===== src/binary_turing_machine_step_defines.svh =====
// assertion macros shared by the rtl files
`ifndef BINARY_TURING_MACHINE_STEP_DEFINES_SVH
`define BINARY_TURING_MACHINE_STEP_DEFINES_SVH

// same-cycle implication, sampled on clk, off while rst_n is low
`define BTM_ASSERT_IMP(label, ante, cons, msg) \
  label: assert property (@(posedge clk) disable iff (!rst_n) (ante) |-> (cons)) \
    else $error(msg);

// next-cycle implication, sampled on clk, off while rst_n is low
`define BTM_ASSERT_NXT(label, ante, cons, msg) \
  label: assert property (@(posedge clk) disable iff (!rst_n) (ante) |=> (cons)) \
    else $error(msg);

`endif


===== src/btm_pkg.sv =====
package btm_pkg;

  localparam int TAPE_CELLS  = 1024;
  localparam int STATE_COUNT = 64;

  localparam int TAPE_W   = $clog2(TAPE_CELLS);
  localparam int STATE_W  = $clog2(STATE_COUNT);
  localparam int HALF     = TAPE_CELLS / 2;

  // fixed field widths
  localparam int FUNC_W     = 2;
  localparam int SIDX_W     = 6;
  localparam int OFFSET_W   = 10;
  localparam int STATUS_W   = 3;

  // working width for signed tape positions
  localparam int IDX_W = ((TAPE_W > OFFSET_W) ? TAPE_W : OFFSET_W) + 2;

  typedef enum logic [FUNC_W-1:0] {
    FN_LOAD_RULE = 2'd0,
    FN_LOAD_CELL = 2'd1,
    FN_STEP      = 2'd2,
    FN_RESTART   = 2'd3
  } func_t;

  typedef enum logic [STATUS_W-1:0] {
    ST_STEPPED   = 3'd0,
    ST_HALT      = 3'd1,
    ST_OFF_RIGHT = 3'd2,
    ST_OFF_LEFT  = 3'd3,
    ST_LOAD_DONE = 3'd4
  } status_t;

  typedef struct packed {
    logic              defined;
    logic              write;
    logic              right;
    logic [SIDX_W-1:0] next;
  } rule_t;

  localparam int RULE_W = $bits(rule_t);

  // controller to datapath
  typedef struct packed {
    logic clear;
    logic accept;
    logic exec;
  } cmd_t;

  // datapath to controller
  typedef struct packed {
    logic clear_last;
    logic out_free;
  } stat_t;

endpackage


===== src/btm_ram.sv =====
module btm_ram #(
  parameter int WIDTH = 1,
  parameter int DEPTH = 2
) (
  input  logic                     clk,
  input  logic                     we,
  input  logic [$clog2(DEPTH)-1:0] waddr,
  input  logic [WIDTH-1:0]         wdata,
  input  logic [$clog2(DEPTH)-1:0] raddr,
  output logic [WIDTH-1:0]         rdata
);

  logic [WIDTH-1:0] mem [DEPTH];

  always_ff @(posedge clk) begin
    if (we) begin
      mem[waddr] <= wdata;
    end
    rdata <= mem[raddr];
  end

endmodule


===== src/btm_ctrl.sv =====
`include "binary_turing_machine_step_defines.svh"

module btm_ctrl (
  input  logic                       clk,
  input  logic                       rst_n,
  input  logic                       in_valid,
  output logic                       in_ready,
  input  logic [btm_pkg::FUNC_W-1:0] in_func,
  input  btm_pkg::stat_t             stat,
  output btm_pkg::cmd_t              cmd
);

  typedef enum logic [2:0] {
    S_CLEAR = 3'b001,
    S_IDLE  = 3'b010,
    S_EXEC  = 3'b100
  } ctrl_state_t;

  ctrl_state_t state_r, state_nxt;
  logic        is_step;

  assign is_step    = btm_pkg::func_t'(in_func) == btm_pkg::FN_STEP;
  assign in_ready   = (state_r == S_IDLE) && stat.out_free;
  assign cmd.clear  = state_r == S_CLEAR;
  assign cmd.accept = in_valid && in_ready;
  assign cmd.exec   = state_r == S_EXEC;

  always_comb begin
    state_nxt = state_r;
    unique case (state_r)
      S_CLEAR: begin
        if (stat.clear_last) state_nxt = S_IDLE;
      end
      S_IDLE: begin
        if (cmd.accept && is_step) state_nxt = S_EXEC;
      end
      S_EXEC: begin
        state_nxt = S_IDLE;
      end
      default: begin
        state_nxt = S_CLEAR;
      end
    endcase
  end

  always_ff @(posedge clk) begin
    if (!rst_n) begin
      state_r <= S_CLEAR;
    end else begin
      state_r <= state_nxt;
    end
  end

  `BTM_ASSERT_IMP(a_no_ready_in_clear, state_r == S_CLEAR, !in_ready, "ready during tape clear")
  `BTM_ASSERT_NXT(a_step_execs, cmd.accept && is_step, cmd.exec, "accepted step not executed")
  `BTM_ASSERT_NXT(a_exec_one_cycle, cmd.exec, state_r == S_IDLE, "execute cycle not followed by idle")

endmodule


===== src/btm_dp.sv =====
`include "binary_turing_machine_step_defines.svh"

module btm_dp (
  input  logic                                clk,
  input  logic                                rst_n,
  input  btm_pkg::cmd_t                       cmd,
  output btm_pkg::stat_t                      stat,
  input  logic [btm_pkg::FUNC_W-1:0]          in_func,
  input  logic [btm_pkg::SIDX_W-1:0]          in_state_index,
  input  logic                                in_read_symbol,
  input  logic                                in_rule_defined,
  input  logic                                in_write_bit,
  input  logic                                in_move_right,
  input  logic [btm_pkg::SIDX_W-1:0]          in_next_state,
  input  logic signed [btm_pkg::OFFSET_W-1:0] in_cell_offset,
  input  logic                                in_cell_value,
  output logic                                out_valid,
  input  logic                                out_ready,
  output logic [btm_pkg::STATUS_W-1:0]        out_status,
  output logic signed [btm_pkg::OFFSET_W-1:0] out_head_offset,
  output logic [btm_pkg::SIDX_W-1:0]          out_machine_state,
  output logic                                out_read_bit
);

  logic [btm_pkg::TAPE_W-1:0]                  head_r, head_nxt;
  logic [btm_pkg::STATE_W-1:0]                 state_r, state_nxt;
  logic                                        stopped_r, stopped_nxt;
  btm_pkg::status_t                            code_r, code_nxt;
  logic [1:0][btm_pkg::STATE_COUNT-1:0]        rvld_r, rvld_nxt;
  logic [btm_pkg::TAPE_W-1:0]                  clr_addr_r, clr_addr_nxt;

  logic                                        out_valid_r;
  btm_pkg::status_t                            out_status_r;
  logic signed [btm_pkg::OFFSET_W-1:0]         out_head_r;
  logic [btm_pkg::SIDX_W-1:0]                  out_state_r;
  logic                                        out_rbit_r;

  logic                                        o_load;
  btm_pkg::status_t                            o_status;
  logic                                        o_rbit;

  logic                                        t_we;
  logic [btm_pkg::TAPE_W-1:0]                  t_waddr;
  logic                                        t_wdata;
  logic                                        t_rdata;

  logic [1:0]                                  r_we;
  logic [btm_pkg::STATE_W-1:0]                 r_waddr;
  btm_pkg::rule_t                              r_wdata;
  btm_pkg::rule_t [1:0]                        r_rdata;

  btm_pkg::rule_t                              rule_sel;
  logic                                        rule_ok;
  logic                                        rule_state_ok;
  logic signed [btm_pkg::IDX_W-1:0]            cell_idx;
  logic                                        cell_in_range;
  logic [btm_pkg::IDX_W-1:0]                   pos_full;

  // tape store: cleared by the sweep after reset
  btm_ram #(
    .WIDTH (1),
    .DEPTH (btm_pkg::TAPE_CELLS)
  ) u_tape (
    .clk   (clk),
    .we    (t_we),
    .waddr (t_waddr),
    .wdata (t_wdata),
    .raddr (head_r),
    .rdata (t_rdata)
  );

  // one rule store per read symbol, both read at the current state
  for (genvar s = 0; s < 2; s++) begin : g_rule
    btm_ram #(
      .WIDTH (btm_pkg::RULE_W),
      .DEPTH (btm_pkg::STATE_COUNT)
    ) u_rule (
      .clk   (clk),
      .we    (r_we[s]),
      .waddr (r_waddr),
      .wdata (r_wdata),
      .raddr (state_r),
      .rdata (r_rdata[s])
    );
  end

  assign rule_sel      = t_rdata ? r_rdata[1] : r_rdata[0];
  assign rule_ok       = rvld_r[t_rdata][state_r] && rule_sel.defined;
  assign rule_state_ok = int'(in_state_index) < btm_pkg::STATE_COUNT;
  assign cell_idx      = btm_pkg::IDX_W'(in_cell_offset) + btm_pkg::IDX_W'(btm_pkg::HALF);
  assign cell_in_range = !cell_idx[btm_pkg::IDX_W-1] &&
                         (cell_idx < btm_pkg::IDX_W'(btm_pkg::TAPE_CELLS));
  assign r_waddr       = btm_pkg::STATE_W'(in_state_index);
  assign r_wdata       = '{defined: in_rule_defined, write: in_write_bit,
                           right: in_move_right, next: in_next_state};
  assign pos_full      = btm_pkg::IDX_W'(head_nxt) - btm_pkg::IDX_W'(btm_pkg::HALF);

  always_comb begin
    head_nxt     = head_r;
    state_nxt    = state_r;
    stopped_nxt  = stopped_r;
    code_nxt     = code_r;
    rvld_nxt     = rvld_r;
    clr_addr_nxt = clr_addr_r;
    t_we         = 1'b0;
    t_waddr      = head_r;
    t_wdata      = 1'b0;
    r_we         = '0;
    o_load       = 1'b0;
    o_status     = btm_pkg::ST_LOAD_DONE;
    o_rbit       = 1'b0;

    if (cmd.clear) begin
      t_we         = 1'b1;
      t_waddr      = clr_addr_r;
      clr_addr_nxt = clr_addr_r + 1'b1;
    end

    if (cmd.accept) begin
      o_load = 1'b1;
      unique case (btm_pkg::func_t'(in_func))
        btm_pkg::FN_LOAD_RULE: begin
          if (rule_state_ok) begin
            r_we[in_read_symbol]              = 1'b1;
            rvld_nxt[in_read_symbol][r_waddr] = 1'b1;
          end
        end
        btm_pkg::FN_LOAD_CELL: begin
          if (cell_in_range) begin
            t_we    = 1'b1;
            t_waddr = btm_pkg::TAPE_W'(cell_idx);
            t_wdata = in_cell_value;
          end
        end
        btm_pkg::FN_RESTART: begin
          head_nxt    = btm_pkg::TAPE_W'(btm_pkg::HALF);
          state_nxt   = btm_pkg::STATE_W'(in_state_index);
          stopped_nxt = 1'b0;
          code_nxt    = btm_pkg::ST_STEPPED;
        end
        btm_pkg::FN_STEP: begin
          // result comes from the execute cycle
          o_load = 1'b0;
        end
      endcase
    end

    if (cmd.exec) begin
      o_load = 1'b1;
      if (stopped_r) begin
        o_status = code_r;
      end else if (!rule_ok) begin
        stopped_nxt = 1'b1;
        code_nxt    = btm_pkg::ST_HALT;
        o_status    = btm_pkg::ST_HALT;
        o_rbit      = t_rdata;
      end else begin
        t_we    = 1'b1;
        t_waddr = head_r;
        t_wdata = rule_sel.write;
        o_rbit  = t_rdata;
        if (rule_sel.right) begin
          if (head_r == btm_pkg::TAPE_W'(btm_pkg::TAPE_CELLS - 1)) begin
            stopped_nxt = 1'b1;
            code_nxt    = btm_pkg::ST_OFF_RIGHT;
            o_status    = btm_pkg::ST_OFF_RIGHT;
          end else begin
            head_nxt  = head_r + 1'b1;
            state_nxt = btm_pkg::STATE_W'(rule_sel.next);
            o_status  = btm_pkg::ST_STEPPED;
          end
        end else begin
          if (head_r == '0) begin
            stopped_nxt = 1'b1;
            code_nxt    = btm_pkg::ST_OFF_LEFT;
            o_status    = btm_pkg::ST_OFF_LEFT;
          end else begin
            head_nxt  = head_r - 1'b1;
            state_nxt = btm_pkg::STATE_W'(rule_sel.next);
            o_status  = btm_pkg::ST_STEPPED;
          end
        end
      end
    end
  end

  always_ff @(posedge clk) begin
    if (!rst_n) begin
      head_r      <= btm_pkg::TAPE_W'(btm_pkg::HALF);
      state_r     <= '0;
      stopped_r   <= 1'b0;
      code_r      <= btm_pkg::ST_STEPPED;
      rvld_r      <= '0;
      clr_addr_r  <= '0;
      out_valid_r <= 1'b0;
    end else begin
      head_r     <= head_nxt;
      state_r    <= state_nxt;
      stopped_r  <= stopped_nxt;
      code_r     <= code_nxt;
      rvld_r     <= rvld_nxt;
      clr_addr_r <= clr_addr_nxt;
      if (o_load) begin
        out_valid_r <= 1'b1;
      end else if (out_ready) begin
        out_valid_r <= 1'b0;
      end
    end
  end

  always_ff @(posedge clk) begin
    if (o_load) begin
      out_status_r <= o_status;
      out_head_r   <= $signed(pos_full[btm_pkg::OFFSET_W-1:0]);
      out_state_r  <= btm_pkg::SIDX_W'(state_nxt);
      out_rbit_r   <= o_rbit;
    end
  end

  assign stat.clear_last = clr_addr_r == btm_pkg::TAPE_W'(btm_pkg::TAPE_CELLS - 1);
  assign stat.out_free   = !out_valid_r || out_ready;

  assign out_valid         = out_valid_r;
  assign out_status        = out_status_r;
  assign out_head_offset   = out_head_r;
  assign out_machine_state = out_state_r;
  assign out_read_bit      = out_rbit_r;

  `BTM_ASSERT_NXT(a_stop_sticks, stopped_r && !(cmd.accept && btm_pkg::func_t'(in_func) == btm_pkg::FN_RESTART), stopped_r, "stopped flag dropped without restart")
  `BTM_ASSERT_NXT(a_stopped_head_still, cmd.exec && stopped_r, $stable(head_r) && $stable(state_r), "stopped machine moved")
  `BTM_ASSERT_IMP(a_no_load_while_full, o_load, stat.out_free, "result overwrites one not yet taken")

endmodule


===== src/binary_turing_machine_step.sv =====
// two-symbol turing machine, one command per input transaction
// load rule, load cell, restart: result registered the next cycle, one per cycle if out_ready
// step: tape ram read, then execute cycle writes back and loads the result; in_ready low in execute
// reset (synchronous, active low) starts a sweep clearing all 1024 tape cells, in_ready low throughout
// rule valid bits, head, state and stop flag clear at once; head goes to the tape centre
module binary_turing_machine_step (
  input  logic                                clk,
  input  logic                                rst_n,
  // input transactions
  input  logic                                in_valid,
  output logic                                in_ready,
  input  logic [btm_pkg::FUNC_W-1:0]          in_func,
  input  logic [btm_pkg::SIDX_W-1:0]          in_state_index,
  input  logic                                in_read_symbol,
  input  logic                                in_rule_defined,
  input  logic                                in_write_bit,
  input  logic                                in_move_right,
  input  logic [btm_pkg::SIDX_W-1:0]          in_next_state,
  input  logic signed [btm_pkg::OFFSET_W-1:0] in_cell_offset,
  input  logic                                in_cell_value,
  // result transactions
  output logic                                out_valid,
  input  logic                                out_ready,
  output logic [btm_pkg::STATUS_W-1:0]        out_status,
  output logic signed [btm_pkg::OFFSET_W-1:0] out_head_offset,
  output logic [btm_pkg::SIDX_W-1:0]          out_machine_state,
  output logic                                out_read_bit
);

  // command and status bundles between the sequencer and the datapath
  btm_pkg::cmd_t  cmd;
  btm_pkg::stat_t stat;

  // sequencer: clearing sweep, idle, execute cycle of a step
  // in_ready also waits for the output register to be free or draining
  btm_ctrl u_ctrl (
    .clk      (clk),
    .rst_n    (rst_n),
    .in_valid (in_valid),
    .in_ready (in_ready),
    .in_func  (in_func),
    .stat     (stat),
    .cmd      (cmd)
  );

  // datapath: tape and rule rams, head and state registers, output register
  // a step reads the tape cell and both rules of the current state in the
  // acceptance cycle, then picks the rule, writes the cell and moves the head
  btm_dp u_dp (
    .clk               (clk),
    .rst_n             (rst_n),
    .cmd               (cmd),
    .stat              (stat),
    .in_func           (in_func),
    .in_state_index    (in_state_index),
    .in_read_symbol    (in_read_symbol),
    .in_rule_defined   (in_rule_defined),
    .in_write_bit      (in_write_bit),
    .in_move_right     (in_move_right),
    .in_next_state     (in_next_state),
    .in_cell_offset    (in_cell_offset),
    .in_cell_value     (in_cell_value),
    .out_valid         (out_valid),
    .out_ready         (out_ready),
    .out_status        (out_status),
    .out_head_offset   (out_head_offset),
    .out_machine_state (out_machine_state),
    .out_read_bit      (out_read_bit)
  );

endmodule

===== config.mk =====
export PLATFORM = sky130hd
export DESIGN_NAME = binary_turing_machine_step
export DESIGN_NICKNAME = d
export VERILOG_FILES = /design/src/btm_pkg.sv /design/src/btm_ram.sv /design/src/btm_ctrl.sv /design/src/btm_dp.sv /design/src/binary_turing_machine_step.sv
export VERILOG_INCLUDE_DIRS = /design/src /design/src/src
export SDC_FILE = /design/constraint.sdc
export NUM_CORES = 2
export LEC_CHECK = 0
export BUFFER_PORTS_ARGS = -buffer_cell sky130_fd_sc_hd__buf_2
export CORE_MARGIN = 8
export CORE_UTILIZATION = 60
export DETAILED_ROUTE_END_ITERATION = 10
export PLACE_DENSITY = 0.78
export SYNTH_ARGS = -nofsm -noshare
export SYNTH_HDL_FRONTEND = slang
export SYNTH_SLANG_ARGS = --single-unit

===== constraint.sdc =====
create_clock -name clk -period 68.1 [get_ports clk]
set_input_delay 13.62 -clock clk [delete_from_list [all_inputs] [get_ports clk]]
set_output_delay 13.62 -clock clk [all_outputs]
set_load 0.1 [all_outputs]

==> flow_summary.html <==
<table>
<tr><th>Metric</th><th>Value</th></tr>
<tr><th colspan="2">Die</th></tr>
<tr><td>Floorplan die area</td><td>0.179 mm²</td></tr>
<tr><td>Effective utilization at floorplan</td><td>60.4%</td></tr>
<tr><td>Die X-Extent</td><td>423 µm</td></tr>
<tr><td>Io pins</td><td>55</td></tr>
<tr><td>Number of placement rows</td><td>149</td></tr>
<tr><td>Floorplan Core Area</td><td>0.165 mm²</td></tr>
<tr><td>Vert. Die Dim</td><td>423 µm</td></tr>
<tr><th colspan="2">Route</th></tr>
<tr><td>Post-route DRC</td><td>0</td></tr>
<tr><td>Post-detailed-route count of antenna-violating nets</td><td>0</td></tr>
<tr><td>Final wirelength</td><td>255000 µm</td></tr>
<tr><td>Count of vias placed by the detailed router</td><td>55700</td></tr>
<tr><td>Starting DRT DRC Count</td><td>8194</td></tr>
<tr><td>Length of the first detailed-routing pass in iterations</td><td>6</td></tr>
<tr><td>Routed len/inst</td><td>32.4 µm</td></tr>
<tr><td>Vias/cell</td><td>7.08</td></tr>
<tr><th colspan="2">Worst setup path</th></tr>
<tr><td>Flop-to-flop setup slack</td><td>60.46 ns</td></tr>
<tr><td>Ordered cell list for the critical path</td><td>buf_2 -&gt; nor2b_1 -&gt; nor3_1 -&gt; buf_2</td></tr>
<tr><td>Delay of the slowest cell on the worst path</td><td>0.51 ns</td></tr>
<tr><td>Startpoint-to-endpoint class of the critical path</td><td>input pin to primary output</td></tr>
<tr><td>FF-to-FF End</td><td>u_dp.u_tape.mem[927]</td></tr>
<tr><td>Number of cells on the worst reg-to-reg path</td><td>12</td></tr>
<tr><td>Critical Path Slowest Stage Cell</td><td>buf_2</td></tr>
<tr><td>Crit-path most repeated cell</td><td>buf_2</td></tr>
<tr><td>Largest fanout on the critical path</td><td>2</td></tr>
<tr><td>Source of the worst register-to-register timing path</td><td>u_dp.state_r[1]</td></tr>
<tr><td>Arrival time worst endpoint</td><td>14.52 ns</td></tr>
<tr><td>Startpoint Class</td><td>input pin</td></tr>
<tr><td>Kind of capture point of the worst setup path</td><td>primary output</td></tr>
<tr><td>Data required time of the critical path</td><td>54.48 ns</td></tr>
<tr><th colspan="2">Clock tree</th></tr>
<tr><td>CTS tree</td><td>built</td></tr>
<tr><td>CTS buffer count</td><td>223</td></tr>
<tr><td>CTS H-tree depth</td><td>4</td></tr>
<tr><td>Hold_buf cts</td><td>0</td></tr>
<tr><td>Setup fix buffers added after clock tree synthesis</td><td>0</td></tr>
<tr><td>Reg clk slew, reported paths</td><td>0.06 ns</td></tr>
<tr><td>Post-CTS resize count</td><td>0</td></tr>
<tr><td>Clock Sink Count</td><td>2377</td></tr>
<tr><td>Clock Path Buffers</td><td>3</td></tr>
<tr><td>Clock root buffer</td><td>clkbuf_16</td></tr>
<tr><td>Later-pin clock latency in the skew report</td><td>0.89 ns</td></tr>
<tr><th colspan="2">Logic synthesis</th></tr>
<tr><td>Number of instances in the synthesized netlist</td><td>5618</td></tr>
<tr><td>Fraction of synthesized area in multiplexers</td><td>16.6%</td></tr>
<tr><td>Area share of xor/xnor cells in the synthesized design</td><td>0.0968%</td></tr>
<tr><td>Adder-cell area share of the yosys netlist</td><td>0.0377%</td></tr>
<tr><td>Synth warn</td><td>0</td></tr>
<tr><td>Post-synth EDFFs</td><td>2196</td></tr>
<tr><td>Library cell with the largest summed area after synthesis</td><td>edfxtp_1</td></tr>
<tr><td>Register bit count reported by yosys</td><td>2377</td></tr>
<tr><td>Syn avg cell area</td><td>17.7 µm²</td></tr>
<tr><td>Top area cells in the synthesized netlist</td><td>edfxtp_1 66%, mux4_2 16%, nor3_1 4.5%</td></tr>
<tr><td>Post-synth net total</td><td>5654</td></tr>
<tr><td>Post-Syn Area</td><td>0.0995 mm²</td></tr>
<tr><td>Dominant register cell in the synthesized netlist</td><td>edfxtp_1</td></tr>
<tr><td>Compound-cell area share of the yosys netlist</td><td>2.41%</td></tr>
<tr><td>Main combinational cell family by area after synthesis</td><td>multiplexers</td></tr>
<tr><td>Share of flip-flops with an asynchronous set or reset after synthesis</td><td>0%</td></tr>
<tr><td>Proportion of synthesized chip area in sequential cells</td><td>69.9%</td></tr>
<tr><td>Synth unique cells</td><td>74</td></tr>
<tr><td>Simple-gate portion of the synthesized area</td><td>8.08%</td></tr>
<tr><td>Share of the synthesized area in the top cell type</td><td>66.3%</td></tr>
<tr><th colspan="2">Global routing</th></tr>
<tr><td>Maximum number of pins on one net before global-route repair</td><td>305</td></tr>
<tr><td>Vias in the first global route</td><td>54700</td></tr>
<tr><td>Overflow left after global routing</td><td>0</td></tr>
<tr><td>Total Routing Usage GR</td><td>28.0%</td></tr>
<tr><td>Antenna violations before repair</td><td>11</td></tr>
<tr><td>Wire length of the first global-routing pass</td><td>371000 µm</td></tr>
<tr><th colspan="2">Timing</th></tr>
<tr><td>Count of endpoints failing hold in the final timing report</td><td>0</td></tr>
<tr><td>Setup TNS Final</td><td>0 ns</td></tr>
<tr><td>Minimum period implied by the final worst setup slack</td><td>28.14 ns</td></tr>
<tr><td>Min setup slack post-route</td><td>39.96 ns</td></tr>
<tr><td>Worst hold slack across all endpoints</td><td>0.457 ns</td></tr>
<tr><td>Worst slew margin relative to its limit</td><td>2.71%</td></tr>
<tr><td>RSZ-0062 raised after global routing</td><td>no</td></tr>
<tr><td>Timing-limited maximum frequency</td><td>35.5 MHz</td></tr>
<tr><td>Number of setup violations in the final report</td><td>0</td></tr>
<tr><td>Transition time at the pin with the least slew margin</td><td>1.45 ns</td></tr>
<tr><td>Final Skew</td><td>0.0624 ns</td></tr>
<tr><td>Number of slew-limit violations in the final report</td><td>0</td></tr>
<tr><td>Crit share post-route</td><td>41.3%</td></tr>
<tr><th colspan="2">Run status</th></tr>
<tr><td>Status</td><td>complete, no violations</td></tr>
<tr><th colspan="2">Final layout</th></tr>
<tr><td>Total Nets Final</td><td>5510</td></tr>
<tr><td>Number of filler cells placed in the layout</td><td>10600</td></tr>
<tr><td>Layout cells sized above 1</td><td>24.4%</td></tr>
<tr><td>Multi-input combinational cell area</td><td>0.0272 mm²</td></tr>
<tr><td>Syn-to-layout area delta</td><td>8.96%</td></tr>
<tr><td>FF+latch area</td><td>0.0696 mm²</td></tr>
<tr><td>Post-layout util</td><td>65.8%</td></tr>
<tr><th colspan="2">Place</th></tr>
<tr><td>Routability cong.</td><td>0.910</td></tr>
<tr><td>Input/output buffers</td><td>54</td></tr>
<tr><td>Post-detail-place hpwl</td><td>139000 µm</td></tr>
<tr><td>Worst setup slack after placement</td><td>39.96 ns</td></tr>
<tr><th colspan="2">Power</th></tr>
<tr><td>Highest ir drop seen on vdd</td><td>0.0280 mV</td></tr>
<tr><td>Power density normalized to cell area</td><td>26.9 mW/mm²</td></tr>
<tr><td>Total power of the final layout</td><td>2.92 mW</td></tr>
<tr><td>Leak</td><td>30.8 nW</td></tr>
<tr><th colspan="2">Run</th></tr>
<tr><td>Max-cap violation count</td><td>0</td></tr>
<tr><th colspan="2">Hold path</th></tr>
<tr><td>Worst min-delay path endpoint</td><td>u_dp.code_r[2]</td></tr>
<tr><td>Hold Path Origin</td><td>u_dp.code_r[2]</td></tr>
<tr><td>Worst hold path depth</td><td>2</td></tr>
<tr><td>Worst hold path type</td><td>register to register</td></tr>
</table>
[where the power goes]
part / leakage [nW] / switching [mW] / total (mW) / internal (mW)
Clock: 3.60 / 0.548 / 1.26 / 0.707
Combinational: 6.30 / 0.0701 / 0.0796 / 0.00949
Sequential: 20.9 / 0.000793 / 1.58 / 1.58
[synthesized netlist by cell type, types with 10 or more instances]
master,n
o211ai_1,11
a22oi_1,15
a211oi_1,10
edfxtp_1,2196
dfxtp_1,181
nand3_1,42
buf_1,42
o21a_1,132
buf_6,54
a21oi_1,27
a31oi_1,24
mux2_2,25
nand2b_1,21
nor3_2,98
or2_2,10
nor3_1,891
nand2_1,148
and3_1,15
o21ai_0,24
inv_1,18
o22ai_1,15
buf_2,132
mux2i_1,76
buf_4,26
nor4_1,68
mux4_2,687
or3_1,11
nor2_1,172
nor2b_1,20
clkbuf_1,305
[per-stage QoR]
step	area (µm²)	instances
final	108000	7870
after global routing	108000	7868
after CTS	108000	7859
after detailed placement	101000	7436
after global placement	101000	7436
after floorplan	99500	5618
[worst max-delay path by stage]
| stage | slack, ns | start | cells after the start | end |
|---|---|---|---|---|
| detailed placement | 39.96 | out_ready | 4 | in_ready |
| floorplan | 18.43 | u_dp.state_r[0] | 10 | u_dp.u_tape.mem[0] |
| global route | 39.95 | out_ready | 4 | in_ready |
| CTS | 39.96 | out_ready | 4 | in_ready |
| global placement | 39.90 | out_ready | 4 | in_ready |
| finish | 39.96 | out_ready | 4 | in_ready |
[cell families (layout without fill, tap and decap cells)]
kind of cell    Yosys count  after routing
compound gates          328            328
xor+xnor                 11             11
fa+ha+maj                 3              3
buf+inv                 578            632
flops                  2377           2377
mux                     789            789
other cells               0              9
simple gates           1532           1532
[per-layer routing]
metal  up-vias  track usage, %  part of all wire, %
met5         -               0                0.047
met1     28700            38.4                   36
li1      22500               -                    -
met2      3829            43.7                   47
met3       653            6.38                   11
met4         2            12.1                  5.1
[layout by cell type, fill, tap and decap left out, types with 25 or more instances in the layout]
cell type,n
nor2_1,171
clkbuf_1,50
buf_2,44
nand3_1,42
a21oi_1,27
nand2_1,123
clkinv_1,53
buf_4,136
dfxtp_1,171
nand2_2,25
mux2i_1,76
edfxtp_1,2196
nor3_2,98
clkinv_2,47
clkbuf_16,225
mux2_2,25
nor3_1,891
mux4_2,687
nor4_1,68
o21a_1,132
[sequential cells by signal, indices dropped and copies added (netlist names), 3 cells and up]
name / cells
u_dp.out_machine_state: 6
u_dp.g_rule.u_rule.rdata: 18
u_dp.state_r: 6
u_dp.u_tape.mem: 1024
u_ctrl.state_r: 3
u_dp.out_status: 3
u_dp.clr_addr_r: 10
u_dp.head_r: 10
u_dp.code_r: 3
u_dp.g_rule.u_rule.mem: 1152
u_dp.rvld_r: 128
u_dp.out_head_offset: 10
[worst max-delay path, delay by kind of cell]
family | cells | cell delay (ns)
simple gates | 2 | 0.30
buf+inv | 2 | 0.60
[layout make-up]
type	count	share of cell area (%)
Antenna cell	9	0.0208
Clock buffer	282	5.46
Clock inverter	141	1.32
Inverter	19	0.0681
Multi-Input combinational cell	2663	25.1
Sequential cell	2377	64.2
Tap cell	2189	2.53
Timing Repair Buffer	190	1.32
Power figures use the tool's default switching activity.
